`config.mk`:
```
export PLATFORM = sky130hd
export DESIGN_NAME = track_trim_gain_fade_flat
export DESIGN_NICKNAME = d
export VERILOG_FILES = /design/src/rtl/ttgf_pkg.sv /design/src/rtl/ttgf_req_if.sv /design/src/rtl/ttgf_rsp_if.sv /design/src/rtl/ttgf_csr_if.sv /design/src/rtl/ttgf_front.sv /design/src/rtl/ttgf_queue.sv /design/src/rtl/ttgf_div.sv /design/src/rtl/ttgf_env.sv /design/src/rtl/ttgf_back.sv /design/src/rtl/track_trim_gain_fade.sv /design/src/flat_wrapper.sv
export SDC_FILE = /design/constraint.sdc
export NUM_CORES = 2
export LEC_CHECK = 0
export BUFFER_PORTS_ARGS = -buffer_cell sky130_fd_sc_hd__clkbuf_2
export CAP_MARGIN = 20
export CORE_ASPECT_RATIO = 1.25
export CORE_UTILIZATION = 45
export DETAILED_ROUTE_END_ITERATION = 8
export SKIP_CTS_REPAIR_TIMING = 1
export SYNTH_ARGS = -nofsm -noshare
export SYNTH_HDL_FRONTEND = slang
export SYNTH_SLANG_ARGS = --single-unit
```
`constraint.sdc`:
```
create_clock -name clock -period 8.3 [get_ports clock]
set_input_delay 1.245 -clock clock [delete_from_list [all_inputs] [get_ports clock]]
set_output_delay 1.245 -clock clock [all_outputs]
set_load 0.02 [all_outputs]
```
`src/rtl/ttgf_pkg.sv`:
```
`timescale 1ns / 1ps
// ----------------------------------------------------------------------------
// ttgf_pkg: shared types and constants for the track trim, gain and fade block
// Register map, item layouts, state machine types and fixed-point constants.
// ----------------------------------------------------------------------------
package ttgf_pkg;

   localparam int DEF_MAX_CHANNELS = 8;
   localparam int DEF_COUNT_WIDTH  = 32;

   localparam int SAMPLE_IN_W  = 24;
   localparam int SAMPLE_OUT_W = 28;
   localparam int CHAN_W       = 3;
   localparam int GAIN_W       = 16;
   localparam int LEN_W        = 32;
   localparam int CCOUNT_W     = 4;
   localparam int CSR_INDEX_W  = 3;
   localparam int CSR_DATA_W   = 32;

   // kept frame index as seen by the envelope unit, saturated at 2^32
   localparam int FRAME_W = LEN_W + 1;
   localparam logic [FRAME_W-1:0] FRAME_SAT = {1'b1, {LEN_W{1'b0}}};

   localparam int ENV_W = 17;
   localparam logic [ENV_W-1:0] ENV_ONE = {1'b1, {(ENV_W-1){1'b0}}};
   localparam int DIV_STEPS = ENV_W;
   localparam int DIV_CNT_W = $clog2(DIV_STEPS + 1);

   localparam int MAG_W   = SAMPLE_IN_W;
   localparam int TPROD_W = MAG_W + GAIN_W;
   localparam int TSPLIT  = TPROD_W / 2;
   localparam int PPROD_W = TSPLIT + ENV_W;
   localparam int PROD_W  = TPROD_W + ENV_W;
   localparam int RSHIFT  = 28;
   localparam int ROUND_W = PROD_W - RSHIFT;
   localparam logic [PROD_W-1:0] ROUND_HALF = PROD_W'(1) << (RSHIFT - 1);
   localparam logic [ROUND_W-1:0] POS_LIMIT = ROUND_W'(28'h7FF_FFFF);
   localparam logic [ROUND_W-1:0] NEG_LIMIT = ROUND_W'(28'h800_0000);

   localparam int QUEUE_DEPTH = 2;

   typedef enum logic [CSR_INDEX_W-1:0] {
      CSR_GAIN       = 3'd0,
      CSR_TRIM_START = 3'd1,
      CSR_KEEP_LEN   = 3'd2,
      CSR_FADE_IN    = 3'd3,
      CSR_FADE_OUT   = 3'd4,
      CSR_CHAN_COUNT = 3'd5
   } csr_index_type;

   typedef struct packed {
      logic [GAIN_W-1:0]   gain;
      logic [LEN_W-1:0]    trim_start_frames;
      logic [LEN_W-1:0]    keep_length_frames;
      logic [LEN_W-1:0]    fade_in_frames;
      logic [LEN_W-1:0]    fade_out_frames;
      logic [CCOUNT_W-1:0] channel_count;
   } cfg_type;

   localparam cfg_type CFG_RESET = '{
      gain:               16'd4096,
      trim_start_frames:  32'd0,
      keep_length_frames: 32'd0,
      fade_in_frames:     32'd0,
      fade_out_frames:    32'd0,
      channel_count:      4'd2
   };

   // one kept sample on its way from the front to the back
   typedef struct packed {
      logic [SAMPLE_IN_W-1:0] sample;
      logic [CHAN_W-1:0]      chan;
      logic                   last;
      logic                   env_start;
      logic [FRAME_W-1:0]     frame;
   } q_item_type;

   typedef enum logic [2:0] {
      E_IDLE,
      E_CHECK,
      E_WAIT_IN,
      E_CHECK_OUT,
      E_WAIT_OUT,
      E_MUL,
      E_DONE
   } env_state_type;

   typedef enum logic [2:0] {
      B_IDLE,
      B_ENV,
      B_MUL_A,
      B_MUL_LO,
      B_MUL_HI,
      B_SUM,
      B_ROUND,
      B_EMIT
   } back_state_type;

endpackage

```
`src/rtl/ttgf_req_if.sv`:
```
`timescale 1ns / 1ps
// ----------------------------------------------------------------------------
// ttgf_req_if: input sample channel
// Valid/ready channel carrying one interleaved channel sample per item.
// ----------------------------------------------------------------------------
interface ttgf_req_if;
   import ttgf_pkg::*;

   logic                          valid;
   logic                          ready;
   logic signed [SAMPLE_IN_W-1:0] sample_in;

   modport source (output valid, output sample_in, input ready);
   modport sink   (input valid, input sample_in, output ready);
endinterface

```
`src/rtl/ttgf_rsp_if.sv`:
```
`timescale 1ns / 1ps
// ----------------------------------------------------------------------------
// ttgf_rsp_if: result sample channel
// Valid/ready channel carrying one scaled sample with its channel and end flag.
// ----------------------------------------------------------------------------
interface ttgf_rsp_if;
   import ttgf_pkg::*;

   logic                           valid;
   logic                           ready;
   logic signed [SAMPLE_OUT_W-1:0] sample_out;
   logic [CHAN_W-1:0]              channel_index;
   logic                           last_of_track;

   modport source (output valid, output sample_out, output channel_index,
                   output last_of_track, input ready);
   modport sink   (input valid, input sample_out, input channel_index,
                   input last_of_track, output ready);
endinterface

```
`src/rtl/ttgf_csr_if.sv`:
```
`timescale 1ns / 1ps
// ----------------------------------------------------------------------------
// ttgf_csr_if: register write channel
// Valid/ready channel carrying a register index and its write data.
// ----------------------------------------------------------------------------
interface ttgf_csr_if;
   import ttgf_pkg::*;

   logic                   valid;
   logic                   ready;
   logic [CSR_INDEX_W-1:0] index;
   logic [CSR_DATA_W-1:0]  data;

   modport source (output valid, output index, output data, input ready);
   modport sink   (input valid, input index, input data, output ready);
endinterface

```
`src/rtl/ttgf_front.sv`:
```
`timescale 1ns / 1ps
// ----------------------------------------------------------------------------
// ttgf_front: frame counting and trim classification
// Counts items into frames, drops trimmed and post-end items and hands kept
// samples with their frame index to the queue.
// ----------------------------------------------------------------------------
module ttgf_front #(
   parameter int MAX_CHANNELS = ttgf_pkg::DEF_MAX_CHANNELS,
   parameter int COUNT_WIDTH  = ttgf_pkg::DEF_COUNT_WIDTH
) (
   input  logic                clock,
   input  logic                reset,
   input  ttgf_pkg::cfg_type   cfg_i,
   ttgf_req_if.sink            req_bus,
   input  logic                full_i,
   output logic                push_o,
   output ttgf_pkg::q_item_type item_o
);
   import ttgf_pkg::*;

   localparam int CMP_W = ((COUNT_WIDTH > LEN_W) ? COUNT_WIDTH : LEN_W) + 1;

   logic [CHAN_W-1:0]      pos_ff, pos_in;
   logic [COUNT_WIDTH-1:0] fc_ff, fc_in;
   logic [COUNT_WIDTH-1:0] kc_ff, kc_in;
   logic                   end_ff, end_in;

   logic [4:0]             chans;
   logic                   frame_end;
   logic [CMP_W-1:0]       fc_x, kc_x, trim_x, keep_x, kc_inc_x;
   logic [COUNT_WIDTH-1:0] kc_inc;
   logic                   keep_nz, start_end, end_now, in_trim, keep_item;
   logic                   accept;

   always_comb begin
      if (cfg_i.channel_count == '0) begin
         chans = 5'd1;
      end else if ({1'b0, cfg_i.channel_count} > 5'(MAX_CHANNELS)) begin
         chans = 5'(MAX_CHANNELS);
      end else begin
         chans = {1'b0, cfg_i.channel_count};
      end
   end

   assign frame_end = {2'b00, pos_ff} >= (chans - 5'd1);

   assign fc_x     = CMP_W'(fc_ff);
   assign kc_x     = CMP_W'(kc_ff);
   assign trim_x   = CMP_W'(cfg_i.trim_start_frames);
   assign keep_x   = CMP_W'(cfg_i.keep_length_frames);
   assign kc_inc   = (kc_ff != '1) ? kc_ff + 1'b1 : kc_ff;
   assign kc_inc_x = CMP_W'(kc_inc);
   assign keep_nz  = cfg_i.keep_length_frames != '0;

   // the track end is noticed at the start of a frame
   assign start_end = (pos_ff == '0) && !end_ff && (fc_x >= trim_x) && keep_nz &&
                      (kc_x >= keep_x);
   assign end_now   = end_ff || start_end;
   assign in_trim   = fc_x < trim_x;
   assign keep_item = !end_now && !in_trim;

   assign req_bus.ready = !full_i;
   assign accept        = req_bus.valid && req_bus.ready;
   assign push_o        = accept && keep_item;

   always_comb begin
      item_o.sample    = req_bus.sample_in;
      item_o.chan      = pos_ff;
      item_o.last      = frame_end && keep_nz && ((kc_x + CMP_W'(1)) == keep_x);
      item_o.env_start = pos_ff == '0;
      item_o.frame     = (kc_x > CMP_W'(FRAME_SAT)) ? FRAME_SAT : kc_x[FRAME_W-1:0];
   end

   always_comb begin
      pos_in = pos_ff;
      fc_in  = fc_ff;
      kc_in  = kc_ff;
      end_in = end_ff;
      if (accept) begin
         pos_in = frame_end ? '0 : pos_ff + 1'b1;
         end_in = end_now;
         if (!end_now && in_trim && frame_end && (fc_ff != '1)) begin
            fc_in = fc_ff + 1'b1;
         end
         if (keep_item && frame_end) begin
            kc_in = kc_inc;
            if (keep_nz && (kc_inc_x >= keep_x)) begin
               end_in = 1'b1;
            end
         end
      end
   end

   always_ff @(posedge clock) begin
      if (reset) begin
         pos_ff <= '0;
         fc_ff  <= '0;
         kc_ff  <= '0;
         end_ff <= 1'b0;
      end else begin
         pos_ff <= pos_in;
         fc_ff  <= fc_in;
         kc_ff  <= kc_in;
         end_ff <= end_in;
      end
   end

   a_no_push_after_end: assert property (@(posedge clock) disable iff (reset)
      end_ff |-> !push_o)
      else $error("kept item pushed after the track end");

endmodule

```
`src/rtl/ttgf_queue.sv`:
```
`timescale 1ns / 1ps
// ----------------------------------------------------------------------------
// ttgf_queue: short item queue between front and back
// Small register queue so that classification and scaling stall separately.
// ----------------------------------------------------------------------------
module ttgf_queue (
   input  logic                 clock,
   input  logic                 reset,
   input  logic                 push_i,
   input  ttgf_pkg::q_item_type item_i,
   input  logic                 pop_i,
   output logic                 full_o,
   output logic                 valid_o,
   output ttgf_pkg::q_item_type item_o
);
   import ttgf_pkg::*;

   localparam int PTR_W = (QUEUE_DEPTH > 1) ? $clog2(QUEUE_DEPTH) : 1;
   localparam int CNT_W = $clog2(QUEUE_DEPTH + 1);

   q_item_type         slot_ff [QUEUE_DEPTH];
   logic [PTR_W-1:0]   wr_ptr_ff, wr_ptr_in;
   logic [PTR_W-1:0]   rd_ptr_ff, rd_ptr_in;
   logic [CNT_W-1:0]   count_ff, count_in;
   logic               do_push, do_pop;

   assign full_o  = count_ff == CNT_W'(QUEUE_DEPTH);
   assign valid_o = count_ff != '0;
   assign item_o  = slot_ff[rd_ptr_ff];
   assign do_push = push_i && !full_o;
   assign do_pop  = pop_i && valid_o;

   always_comb begin
      wr_ptr_in = wr_ptr_ff;
      rd_ptr_in = rd_ptr_ff;
      count_in  = count_ff;
      if (do_push) begin
         wr_ptr_in = (wr_ptr_ff == PTR_W'(QUEUE_DEPTH - 1)) ? '0 : wr_ptr_ff + 1'b1;
      end
      if (do_pop) begin
         rd_ptr_in = (rd_ptr_ff == PTR_W'(QUEUE_DEPTH - 1)) ? '0 : rd_ptr_ff + 1'b1;
      end
      if (do_push && !do_pop) begin
         count_in = count_ff + 1'b1;
      end else if (do_pop && !do_push) begin
         count_in = count_ff - 1'b1;
      end
   end

   always_ff @(posedge clock) begin
      if (reset) begin
         wr_ptr_ff <= '0;
         rd_ptr_ff <= '0;
         count_ff  <= '0;
      end else begin
         wr_ptr_ff <= wr_ptr_in;
         rd_ptr_ff <= rd_ptr_in;
         count_ff  <= count_in;
      end
   end

   always_ff @(posedge clock) begin
      if (do_push) begin
         slot_ff[wr_ptr_ff] <= item_i;
      end
   end

   a_no_overflow: assert property (@(posedge clock) disable iff (reset)
      (push_i && !pop_i) |-> (count_ff < CNT_W'(QUEUE_DEPTH)))
      else $error("item pushed into a full queue");

endmodule

```
`src/rtl/ttgf_div.sv`:
```
`timescale 1ns / 1ps
// ----------------------------------------------------------------------------
// ttgf_div: fade ratio divider
// Restoring divider for (x * 65536) / d with x <= d, one quotient bit a cycle.
// ----------------------------------------------------------------------------
module ttgf_div (
   input  logic                          clock,
   input  logic                          reset,
   input  logic                          start_i,
   input  logic [ttgf_pkg::LEN_W-1:0]    num_i,
   input  logic [ttgf_pkg::LEN_W-1:0]    den_i,
   output logic                          done_o,
   output logic [ttgf_pkg::ENV_W-1:0]    quot_o
);
   import ttgf_pkg::*;

   logic                 busy_ff, busy_in;
   logic                 done_ff, done_in;
   logic [DIV_CNT_W-1:0] cnt_ff, cnt_in;
   logic [LEN_W-1:0]     rem_ff, den_ff;
   logic [ENV_W-1:0]     bits_ff, quot_ff;
   logic [LEN_W:0]       shifted, diff;
   logic                 ge;

   // next dividend bit comes from the low end of x, then the 16 zero bits
   assign shifted = {rem_ff, bits_ff[ENV_W-1]};
   assign diff    = shifted - {1'b0, den_ff};
   assign ge      = shifted >= {1'b0, den_ff};

   always_comb begin
      busy_in = busy_ff;
      done_in = 1'b0;
      cnt_in  = cnt_ff;
      if (start_i) begin
         busy_in = 1'b1;
         cnt_in  = DIV_CNT_W'(DIV_STEPS);
      end else if (busy_ff) begin
         cnt_in = cnt_ff - 1'b1;
         if (cnt_ff == DIV_CNT_W'(1)) begin
            busy_in = 1'b0;
            done_in = 1'b1;
         end
      end
   end

   always_ff @(posedge clock) begin
      if (reset) begin
         busy_ff <= 1'b0;
         done_ff <= 1'b0;
         cnt_ff  <= '0;
      end else begin
         busy_ff <= busy_in;
         done_ff <= done_in;
         cnt_ff  <= cnt_in;
      end
   end

   always_ff @(posedge clock) begin
      if (start_i) begin
         rem_ff  <= {1'b0, num_i[LEN_W-1:1]};
         bits_ff <= {num_i[0], {(ENV_W-1){1'b0}}};
         den_ff  <= den_i;
         quot_ff <= '0;
      end else if (busy_ff) begin
         rem_ff  <= ge ? diff[LEN_W-1:0] : shifted[LEN_W-1:0];
         bits_ff <= {bits_ff[ENV_W-2:0], 1'b0};
         quot_ff <= {quot_ff[ENV_W-2:0], ge};
      end
   end

   assign done_o = done_ff;
   assign quot_o = quot_ff;

endmodule

```
`src/rtl/ttgf_env.sv`:
```
`timescale 1ns / 1ps
// ----------------------------------------------------------------------------
// ttgf_env: frame envelope unit
// Computes the Q1.16 fade-in times fade-out envelope of one kept frame,
// sharing one divider between the two fade ratios.
// ----------------------------------------------------------------------------
module ttgf_env (
   input  logic                          clock,
   input  logic                          reset,
   input  ttgf_pkg::cfg_type             cfg_i,
   input  logic                          start_i,
   input  logic [ttgf_pkg::FRAME_W-1:0]  frame_i,
   output logic                          done_o,
   output logic [ttgf_pkg::ENV_W-1:0]    env_o
);
   import ttgf_pkg::*;

   env_state_type      state_ff, state_in;
   logic [FRAME_W-1:0] frame_ff;
   logic [ENV_W-1:0]   ein_ff, eout_ff, env_ff;

   logic [LEN_W-1:0]   keep, fi_c, fo_c, out_base, out_pos, out_num;
   logic               keep_nz, full_fade, need_in, need_out;
   logic [FRAME_W-1:0] pos_wide;
   logic [2*ENV_W-1:0] env_prod;

   logic               div_start, div_done;
   logic [LEN_W-1:0]   div_num, div_den;
   logic [ENV_W-1:0]   div_quot;

   assign keep    = cfg_i.keep_length_frames;
   assign keep_nz = keep != '0;
   assign fi_c    = (keep_nz && (cfg_i.fade_in_frames > keep)) ? keep : cfg_i.fade_in_frames;
   assign fo_c    = (keep_nz && (cfg_i.fade_out_frames > keep)) ? keep : cfg_i.fade_out_frames;

   // both fades over the whole track leave nothing audible
   assign full_fade = keep_nz && (fi_c == keep) && (fo_c == keep);
   assign need_in   = (fi_c != '0) && (frame_ff < {1'b0, fi_c});
   assign out_base  = keep - fo_c;
   assign need_out  = keep_nz && (fo_c != '0) && (frame_ff >= {1'b0, out_base}) &&
                      (frame_ff < {1'b0, keep});
   assign pos_wide  = frame_ff - {1'b0, out_base};
   assign out_pos   = pos_wide[LEN_W-1:0];
   assign out_num   = fo_c - out_pos;
   assign env_prod  = ein_ff * eout_ff;

   always_comb begin
      state_in = state_ff;
      unique case (state_ff)
         E_IDLE:      if (start_i) state_in = E_CHECK;
         E_CHECK: begin
            if (full_fade) begin
               state_in = E_DONE;
            end else if (need_in) begin
               state_in = E_WAIT_IN;
            end else begin
               state_in = E_CHECK_OUT;
            end
         end
         E_WAIT_IN:   if (div_done) state_in = E_CHECK_OUT;
         E_CHECK_OUT: state_in = need_out ? E_WAIT_OUT : E_MUL;
         E_WAIT_OUT:  if (div_done) state_in = E_MUL;
         E_MUL:       state_in = E_DONE;
         E_DONE:      state_in = E_IDLE;
         default:     state_in = E_IDLE;
      endcase
   end

   always_comb begin
      div_start = 1'b0;
      div_num   = frame_ff[LEN_W-1:0];
      div_den   = fi_c;
      done_o    = 1'b0;
      unique case (state_ff)
         E_CHECK:     div_start = !full_fade && need_in;
         E_CHECK_OUT: begin
            div_start = need_out;
            div_num   = out_num;
            div_den   = fo_c;
         end
         E_DONE:      done_o = 1'b1;
         default: ;
      endcase
   end

   always_ff @(posedge clock) begin
      if (reset) begin
         state_ff <= E_IDLE;
      end else begin
         state_ff <= state_in;
      end
   end

   always_ff @(posedge clock) begin
      case (state_ff)
         E_IDLE: begin
            if (start_i) frame_ff <= frame_i;
         end
         E_CHECK: begin
            ein_ff <= ENV_ONE;
            if (full_fade) env_ff <= '0;
         end
         E_WAIT_IN: begin
            if (div_done) ein_ff <= div_quot;
         end
         E_CHECK_OUT: eout_ff <= ENV_ONE;
         E_WAIT_OUT: begin
            if (div_done) eout_ff <= div_quot;
         end
         E_MUL: env_ff <= env_prod[ENV_W+ENV_W-2:ENV_W-1];
         default: ;
      endcase
   end

   assign env_o = env_ff;

   ttgf_div u_div (
      .clock   (clock),
      .reset   (reset),
      .start_i (div_start),
      .num_i   (div_num),
      .den_i   (div_den),
      .done_o  (div_done),
      .quot_o  (div_quot)
   );

   a_div_done_waited: assert property (@(posedge clock) disable iff (reset)
      div_done |-> (state_ff == E_WAIT_IN || state_ff == E_WAIT_OUT))
      else $error("divider finished while the envelope unit was not waiting");

   a_env_range: assert property (@(posedge clock) disable iff (reset)
      (state_ff == E_DONE) |-> (env_ff <= ENV_ONE))
      else $error("envelope above unity");

endmodule

```
`src/rtl/ttgf_back.sv`:
```
`timescale 1ns / 1ps
// ----------------------------------------------------------------------------
// ttgf_back: gain and envelope scaling
// Takes kept samples from the queue, refreshes the envelope at frame start,
// scales by gain and envelope with rounding and saturation and fills the output register.
// ----------------------------------------------------------------------------
module ttgf_back (
   input  logic                 clock,
   input  logic                 reset,
   input  ttgf_pkg::cfg_type    cfg_i,
   input  logic                 q_valid_i,
   input  ttgf_pkg::q_item_type q_item_i,
   output logic                 q_pop_o,
   ttgf_rsp_if.source           rsp_bus
);
   import ttgf_pkg::*;

   back_state_type      state_ff, state_in;
   q_item_type          item_ff;
   logic [ENV_W-1:0]    env_ff;
   logic [MAG_W-1:0]    mag_ff, mag_in;
   logic [TPROD_W-1:0]  t_ff;
   logic [PPROD_W-1:0]  lo_ff, hi_ff;
   logic [PROD_W-1:0]   prod_ff, rounded;
   logic [ROUND_W-1:0]  r_ff, r_sat, r_neg;

   logic                rsp_valid_ff;
   logic [SAMPLE_OUT_W-1:0] sample_out_ff, sample_res;
   logic [CHAN_W-1:0]   chan_ff;
   logic                last_ff;

   logic                slot_free, load_out, env_start, env_done;
   logic [ENV_W-1:0]    env_val;
   logic [MAG_W-1:0]    head_sample;

   assign slot_free   = !rsp_valid_ff || rsp_bus.ready;
   assign head_sample = q_item_i.sample;
   assign mag_in      = head_sample[MAG_W-1] ? MAG_W'(-head_sample) : head_sample;
   assign rounded     = prod_ff + ROUND_HALF;

   always_comb begin
      r_sat = r_ff;
      if (item_ff.sample[MAG_W-1]) begin
         if (r_ff > NEG_LIMIT) r_sat = NEG_LIMIT;
      end else begin
         if (r_ff > POS_LIMIT) r_sat = POS_LIMIT;
      end
   end
   assign r_neg      = -r_sat;
   assign sample_res = item_ff.sample[MAG_W-1] ? r_neg[SAMPLE_OUT_W-1:0] :
                                                 r_sat[SAMPLE_OUT_W-1:0];

   always_comb begin
      state_in = state_ff;
      unique case (state_ff)
         B_IDLE: begin
            if (q_valid_i) state_in = q_item_i.env_start ? B_ENV : B_MUL_A;
         end
         B_ENV:    if (env_done) state_in = B_MUL_A;
         B_MUL_A:  state_in = B_MUL_LO;
         B_MUL_LO: state_in = B_MUL_HI;
         B_MUL_HI: state_in = B_SUM;
         B_SUM:    state_in = B_ROUND;
         B_ROUND:  state_in = B_EMIT;
         B_EMIT:   if (slot_free) state_in = B_IDLE;
         default:  state_in = B_IDLE;
      endcase
   end

   always_comb begin
      q_pop_o   = 1'b0;
      env_start = 1'b0;
      load_out  = 1'b0;
      unique case (state_ff)
         B_IDLE: begin
            q_pop_o   = q_valid_i;
            env_start = q_valid_i && q_item_i.env_start;
         end
         B_EMIT:  load_out = slot_free;
         default: ;
      endcase
   end

   always_ff @(posedge clock) begin
      if (reset) begin
         state_ff     <= B_IDLE;
         env_ff       <= '0;
         rsp_valid_ff <= 1'b0;
      end else begin
         state_ff <= state_in;
         if (state_ff == B_ENV && env_done) begin
            env_ff <= env_val;
         end
         if (load_out) begin
            rsp_valid_ff <= 1'b1;
         end else if (rsp_bus.ready) begin
            rsp_valid_ff <= 1'b0;
         end
      end
   end

   // product split in two halves so each multiply stays narrow
   always_ff @(posedge clock) begin
      case (state_ff)
         B_IDLE: begin
            if (q_valid_i) begin
               item_ff <= q_item_i;
               mag_ff  <= mag_in;
            end
         end
         B_MUL_A:  t_ff    <= TPROD_W'(mag_ff) * TPROD_W'(cfg_i.gain);
         B_MUL_LO: lo_ff   <= PPROD_W'(t_ff[TSPLIT-1:0]) * PPROD_W'(env_ff);
         B_MUL_HI: hi_ff   <= PPROD_W'(t_ff[TPROD_W-1:TSPLIT]) * PPROD_W'(env_ff);
         B_SUM:    prod_ff <= PROD_W'({hi_ff, {TSPLIT{1'b0}}}) + PROD_W'(lo_ff);
         B_ROUND:  r_ff    <= rounded[PROD_W-1:RSHIFT];
         default: ;
      endcase
   end

   always_ff @(posedge clock) begin
      if (load_out) begin
         sample_out_ff <= sample_res;
         chan_ff       <= item_ff.chan;
         last_ff       <= item_ff.last;
      end
   end

   assign rsp_bus.valid         = rsp_valid_ff;
   assign rsp_bus.sample_out    = sample_out_ff;
   assign rsp_bus.channel_index = chan_ff;
   assign rsp_bus.last_of_track = last_ff;

   ttgf_env u_env (
      .clock   (clock),
      .reset   (reset),
      .cfg_i   (cfg_i),
      .start_i (env_start),
      .frame_i (q_item_i.frame),
      .done_o  (env_done),
      .env_o   (env_val)
   );

   a_result_from_emit: assert property (@(posedge clock) disable iff (reset)
      $rose(rsp_valid_ff) |-> $past(state_ff == B_EMIT))
      else $error("result appeared without passing the emit step");

endmodule

```
`src/rtl/track_trim_gain_fade.sv`:
```
`timescale 1ns / 1ps
// ----------------------------------------------------------------------------
// track_trim_gain_fade: audio track trim, gain and linear fade in/out
// Drops trimmed frames and frames past the kept length, scales kept samples
// by gain and a per-frame fade envelope, Q1.23 in, Q5.23 out.
// ----------------------------------------------------------------------------
//  port     | dir | payload                                     | moves
//  ---------+-----+---------------------------------------------+------------------
//  req_bus  | in  | sample_in                                   | one sample item
//  rsp_bus  | out | sample_out, channel_index, last_of_track    | zero or one item
//  csr_bus  | in  | index, data                                 | one register write
//
//  dropped item: taken by the front when the queue has room
//  kept item: scaling sequencer, one multiply per cycle, emit waits for room
//  first channel of a frame: up to two 17-step divides
//    in the shared envelope divider
//  a 2-entry queue and the output register decouple input and result stalls
//  reset: synchronous, clears counters and loads register defaults
// ----------------------------------------------------------------------------
module track_trim_gain_fade #(
   parameter int MAX_CHANNELS = ttgf_pkg::DEF_MAX_CHANNELS,
   parameter int COUNT_WIDTH  = ttgf_pkg::DEF_COUNT_WIDTH
) (
   input  logic        clock,
   input  logic        reset,
   ttgf_req_if.sink    req_bus,
   ttgf_rsp_if.source  rsp_bus,
   ttgf_csr_if.sink    csr_bus
);
   import ttgf_pkg::*;

   cfg_type    cfg_ff;
   logic       push, full, q_valid, q_pop;
   q_item_type push_item, head_item;

   assign csr_bus.ready = 1'b1;

   always_ff @(posedge clock) begin
      if (reset) begin
         cfg_ff <= CFG_RESET;
      end else if (csr_bus.valid && csr_bus.ready) begin
         unique case (csr_bus.index)
            CSR_GAIN:       cfg_ff.gain               <= csr_bus.data[GAIN_W-1:0];
            CSR_TRIM_START: cfg_ff.trim_start_frames  <= csr_bus.data[LEN_W-1:0];
            CSR_KEEP_LEN:   cfg_ff.keep_length_frames <= csr_bus.data[LEN_W-1:0];
            CSR_FADE_IN:    cfg_ff.fade_in_frames     <= csr_bus.data[LEN_W-1:0];
            CSR_FADE_OUT:   cfg_ff.fade_out_frames    <= csr_bus.data[LEN_W-1:0];
            CSR_CHAN_COUNT: cfg_ff.channel_count      <= csr_bus.data[CCOUNT_W-1:0];
            default: ;
         endcase
      end
   end

   ttgf_front #(
      .MAX_CHANNELS (MAX_CHANNELS),
      .COUNT_WIDTH  (COUNT_WIDTH)
   ) u_front (
      .clock   (clock),
      .reset   (reset),
      .cfg_i   (cfg_ff),
      .req_bus (req_bus),
      .full_i  (full),
      .push_o  (push),
      .item_o  (push_item)
   );

   ttgf_queue u_queue (
      .clock   (clock),
      .reset   (reset),
      .push_i  (push),
      .item_i  (push_item),
      .pop_i   (q_pop),
      .full_o  (full),
      .valid_o (q_valid),
      .item_o  (head_item)
   );

   ttgf_back u_back (
      .clock     (clock),
      .reset     (reset),
      .cfg_i     (cfg_ff),
      .q_valid_i (q_valid),
      .q_item_i  (head_item),
      .q_pop_o   (q_pop),
      .rsp_bus   (rsp_bus)
   );

endmodule
```
`src/flat_wrapper.sv`:
```
// flat-port wrapper written by rule: the top's interface ports become plain ports
module track_trim_gain_fade_flat import ttgf_pkg::*;
#(
   parameter int MAX_CHANNELS = ttgf_pkg::DEF_MAX_CHANNELS,
   parameter int COUNT_WIDTH  = ttgf_pkg::DEF_COUNT_WIDTH
)
  (clock, reset, req_bus_valid, req_bus_sample_in, req_bus_ready, rsp_bus_valid, rsp_bus_sample_out, rsp_bus_channel_index, rsp_bus_last_of_track, rsp_bus_ready, csr_bus_valid, csr_bus_index, csr_bus_data, csr_bus_ready);
  ttgf_req_if req_bus_i ();
  ttgf_rsp_if rsp_bus_i ();
  ttgf_csr_if csr_bus_i ();
  input  logic clock;
  input  logic reset;
  input wire logic [$bits(req_bus_i.valid)-1:0] req_bus_valid;
  input wire logic [$bits(req_bus_i.sample_in)-1:0] req_bus_sample_in;
  output wire logic [$bits(req_bus_i.ready)-1:0] req_bus_ready;
  output wire logic [$bits(rsp_bus_i.valid)-1:0] rsp_bus_valid;
  output wire logic [$bits(rsp_bus_i.sample_out)-1:0] rsp_bus_sample_out;
  output wire logic [$bits(rsp_bus_i.channel_index)-1:0] rsp_bus_channel_index;
  output wire logic [$bits(rsp_bus_i.last_of_track)-1:0] rsp_bus_last_of_track;
  input wire logic [$bits(rsp_bus_i.ready)-1:0] rsp_bus_ready;
  input wire logic [$bits(csr_bus_i.valid)-1:0] csr_bus_valid;
  input wire logic [$bits(csr_bus_i.index)-1:0] csr_bus_index;
  input wire logic [$bits(csr_bus_i.data)-1:0] csr_bus_data;
  output wire logic [$bits(csr_bus_i.ready)-1:0] csr_bus_ready;
  assign req_bus_i.valid = req_bus_valid;
  assign req_bus_i.sample_in = req_bus_sample_in;
  assign req_bus_ready = req_bus_i.ready;
  assign rsp_bus_valid = rsp_bus_i.valid;
  assign rsp_bus_sample_out = rsp_bus_i.sample_out;
  assign rsp_bus_channel_index = rsp_bus_i.channel_index;
  assign rsp_bus_last_of_track = rsp_bus_i.last_of_track;
  assign rsp_bus_i.ready = rsp_bus_ready;
  assign csr_bus_i.valid = csr_bus_valid;
  assign csr_bus_i.index = csr_bus_index;
  assign csr_bus_i.data = csr_bus_data;
  assign csr_bus_ready = csr_bus_i.ready;
  track_trim_gain_fade #(.MAX_CHANNELS(MAX_CHANNELS), .COUNT_WIDTH(COUNT_WIDTH)) u_core (.clock(clock), .reset(reset), .req_bus(req_bus_i), .rsp_bus(rsp_bus_i), .csr_bus(csr_bus_i));
endmodule
```
==> impl_results.md <==
* Status: completed
* Max cap viols at 0
* Fin nets at 11,200
* Bufs on Longest Clock Path at 3
* Initial Utilization at 45.4%
* Final WS setup at 0.544 ns
* Logic pwr share at 66.0%
* Synth top area share at 25.7%
* Pre-antenna DRT Iters at 8
* Synth Area in Simple Gates at 15.8%
* Die area at 192,000 um^2
* Main area contributors after synthesis: fa_1, edfxtp_1, ha_1
* Critical path class: reg2reg
* Netlist cell types at 93
* Num CTS Buffers at 86
* Overflow after GRT at 0
* Final hold viol count at 0
* Worst R2R Setup Slack at 0.54 ns
* Final min period at 7.76 ns
* Vias at 64,200
* CP Depth at 42
* Hold path startpoint: u_core.u_back.item_ff[34]$_DFFE_PP_
* Pwr per Cell Area at 303 nW/um^2
* IO Port Bufs at 97
* Vias in the first global route at 67,200
* Async S/R FF share, synth at 0%
* Psw at 13.1 mW
* Most used cell, CP: a21oi_1
* First-pass GRT wire length at 381 mm
* Iteration-0 DRC Markers at 3,843
* Layout cell share with drive strength beyond 1 at 6.53%
* Largest family of logic cells by synthesized area: adder cells
* Number of synthesized flops with an enable pin at 483
* P_leak at 41.7 nW
* Multiplexer share of the synthesized area at 2.37%
* Rows at 178
* CP peak stage delay at 0.50 ns
* Main synth FF type: edfxtp_1
* H-tree depth at 3
* Internal at 14.9 mW
* Top Ports at 99
* Final Skew at 0.0248 ns
* GP Congestion at 0.949
* DRT antenna net count at 0
* Detailed Route WL at 242 mm
* Final period util at 93.5%
* Area of the core at 188,000 um^2
* Die Height at 489 um
* Largest net degree at the start of global routing at 150
* Initial antenna violation count at 1
* Routed vias/inst at 5.44
* Measured slew at the worst slew-check pin at 1.13 ns
* Area leader, netlist: fa_1
* Tot Pwr at 28.0 mW
* Post-Syn Nets at 11,200
* Register area share after synthesis at 23.3%
* Setup crit start kind: register
* Gr usage total at 25.6%
* Hold Crit Class: reg2reg
* Root Driver: clkbuf_16
* Area grow syn2layout at 8.13%
* CP Launch Point: u_core.cfg_ff[93]$_SDFFE_PP0P_
* Post-Synthesis Cells at 9,200
* Pre-CTS setup slack at 0.337 ns
* # setup viols final at 0
* CP required at 8.74 ns
* Syn Std Cell Area at 85,500 um^2
* #FFs+latches synth at 753
* Reg-to-Reg Start: u_core.cfg_ff[93]$_SDFFE_PP0P_
* Syn Area/Cell at 9.30 um^2
* Die W at 392 um
* Hold Path Stages at 0
* Largest delay share family, worst path: compound AO/OA/AOI/OAI gates
* Clock power share at 14.1%
* Fmax at 129 MHz
* Min-Delay Endpoint: u_core.u_back.rsp_bus.last_of_track$_DFFE_PP_
* CTS clk-pin slew, worst paths at 0.06 ns
* Flop pwr share at 19.9%
* CTS tree: built
* WL/cell at 20.5 um
* VDD IR max at 1720 uV
* HPWL after DPL at 191 mm
* Ys Warns at 0
* Clk Latency, worst-skew pair at 0.72 ns
* CTS Sinks at 753
* CP Capture Type: register
* Remaining DRCs at 0
* CP arrival at 8.20 ns
* Switching share of power at 46.8%
* Synth Area in Compound Gates at 8.77%
* CP bufs+invs at 4
* Slew Viols, Final at 0
* Post-synthesis xor/xnor area fraction at 3.74%
* Reg2Reg Depth at 42
* Slowest cell on crit path: fa_1
* Worst rel slew slack at 24.6%
* Post-Synth Adder-Cell Area at 38.0%
* CP Max Fanout at 6
* Reg-to-Reg End: u_core.u_back.u_env.u_div.rem_ff[28]$_DFFE_PP_
[cell usage after synthesis (6+ instances only)]
cell type,n
nand2b_1,53
o22ai_1,7
ha_1,843
o311ai_0,7
a2111oi_0,8
or2_2,15
a311oi_1,6
clkbuf_1,379
nand2_1,1522
nand3_1,137
xnor2_1,253
o21ai_0,237
o21a_1,58
nand4_1,102
xor2_1,112
a31oi_1,27
nor4_1,50
nor3_1,98
buf_1,12
a21oi_1,459
inv_1,1390
mux2i_1,138
o31ai_1,12
edfxtp_1,483
o211ai_1,23
a21o_1,158
o21bai_1,26
or3_1,31
and2_1,422
buf_2,31
nor2b_1,60
mux2_2,53
or4_1,13
fa_1,1096
a211o_1,9
o31a_1,10
and4_1,16
o32ai_1,7
dfxtp_1,270
nor3b_1,11
and3_1,60
o21ai_1,15
o32a_1,7
a211oi_1,50
nor2_1,322
[stage by stage]
| step | area, um^2 | setup TNS (ns) | utilization (%) | instances | hold slack (ns) |
|---|---|---|---|---|---|
| after CTS | 92400 | 0 | 49.0 | 11800 | 0.427 |
| final | 92500 | 0 | 49.1 | 11800 | 0.433 |
| after global placement | 89400 | 0 | 47.5 | 11600 | 0.408 |
| after detailed placement | 89400 | 0 | 47.5 | 11600 | 0.412 |
| after global routing | 92500 | -0.00448 | 49.1 | 11800 | 0.436 |
| after floorplan | 85500 | 0 | - | 9200 | 0.400 |
[routing by layer]
layer | part of all wire, % | vias to the layer above | track usage, % | wire length [um]
li1 | - | 29700 | - | -
met1 | 41 | 32100 | 32.3 | 99000
met4 | 4.5 | 0 | 10.5 | 10900
met5 | 0 | - | 0 | 0
met2 | 49 | 1911 | 44.4 | 118000
met3 | 5.4 | 479 | 2.80 | 13200
[power by group through the flow]
stage          registers (mW)  clock network (mW)  logic [mW]
2_1_floorplan            4.89                   0        14.6
3_3_place_gp             5.61                   0        18.3
3_5_place_dp             5.62                   0        18.5
4_1_cts                  5.54                4.05        18.7
5_1_grt                  5.60                4.18        21.2
6_report                 5.57                3.96        18.5
[worst register-to-register path: cells and delay by family, from the launching register on]
family,cells,cell delay (ns)
adder cells (fa/ha/maj),5,1.67
flip-flops,1,0.33
AO/OA/AOI/OAI,25,4.11
buffers and inverters,4,0.42
AND/OR/NAND/NOR,6,0.60
XOR/XNOR,2,0.35
[cells in the final DEF (no fill, tap or decap), types with 224 or more instances in the layout]
cell type	Yosys	routed
nand2_1	1522	1520
inv_1	1390	1390
fa_1	1096	1096
ha_1	843	842
edfxtp_1	483	483
a21oi_1	459	454
and2_1	422	420
nor2_1	322	319
dfxtp_1	270	269
xnor2_1	253	251
o21ai_0	237	232
buf_4	1	224
[cell families (layout without fill, tap and decap cells)]
logic type | Yosys count | count (layout)
flip-flops | 753 | 753
multiplexers | 195 | 195
AND/OR/NAND/NOR | 2931 | 2931
buffers and inverters | 1814 | 1879
adder cells (fa/ha/maj) | 1939 | 1939
XOR/XNOR | 365 | 365
AO/OA/AOI/OAI | 1202 | 1202
other | 1 | 2
[area by class of cell]
cell class | count | area [um^2]
clock inverters | 52 | 569
clock buffers | 106 | 2340
repair buffers | 330 | 2330
multi-input cells | 6633 | 58900
diodes | 1 | 2.50
well taps | 2520 | 3150
flip-flops and latches | 753 | 19900
fillers | 17800 | 95900
inverters | 1391 | 5220
[registers in the layout (all words and copies together) (netlist names), 23 cells and up, named ones only]
name                              cells
u_core.u_front.fc_ff                 32
u_core.u_back.prod_ff                30
u_core.u_back.rsp_bus.sample_out     28
u_core.u_back.r_ff                   29
u_core.u_back.u_env.u_div.rem_ff     32
u_core.u_back.u_env.u_div.den_ff     32
u_core.u_queue.slot_ff              122
u_core.u_back.u_env.frame_ff         32
u_core.u_back.t_ff                   40
u_core.u_front.kc_ff                 32
u_core.cfg_ff                       148
u_core.u_back.hi_ff                  37
u_core.u_back.mag_ff                 23
[worst max path at each step]
stage,slack [ns],endpoint
6_report,0.54,u_core.u_back.u_env.u_div.rem_ff[28]$_DFFE_PP_
5_1_grt,-0.004,u_core.u_back.u_env.u_div.rem_ff[28]$_DFFE_PP_
4_1_cts,0.28,u_core.u_back.u_env.u_div.rem_ff[24]$_DFFE_PP_
3_5_place_dp,0.34,u_core.u_back.u_env.u_div.rem_ff[24]$_DFFE_PP_
3_3_place_gp,0.36,u_core.u_back.u_env.u_div.rem_ff[24]$_DFFE_PP_
2_1_floorplan,0.31,u_core.u_back.u_env.u_div.rem_ff[24]$_DFFE_PP_
Power figures use the tool's default switching activity.
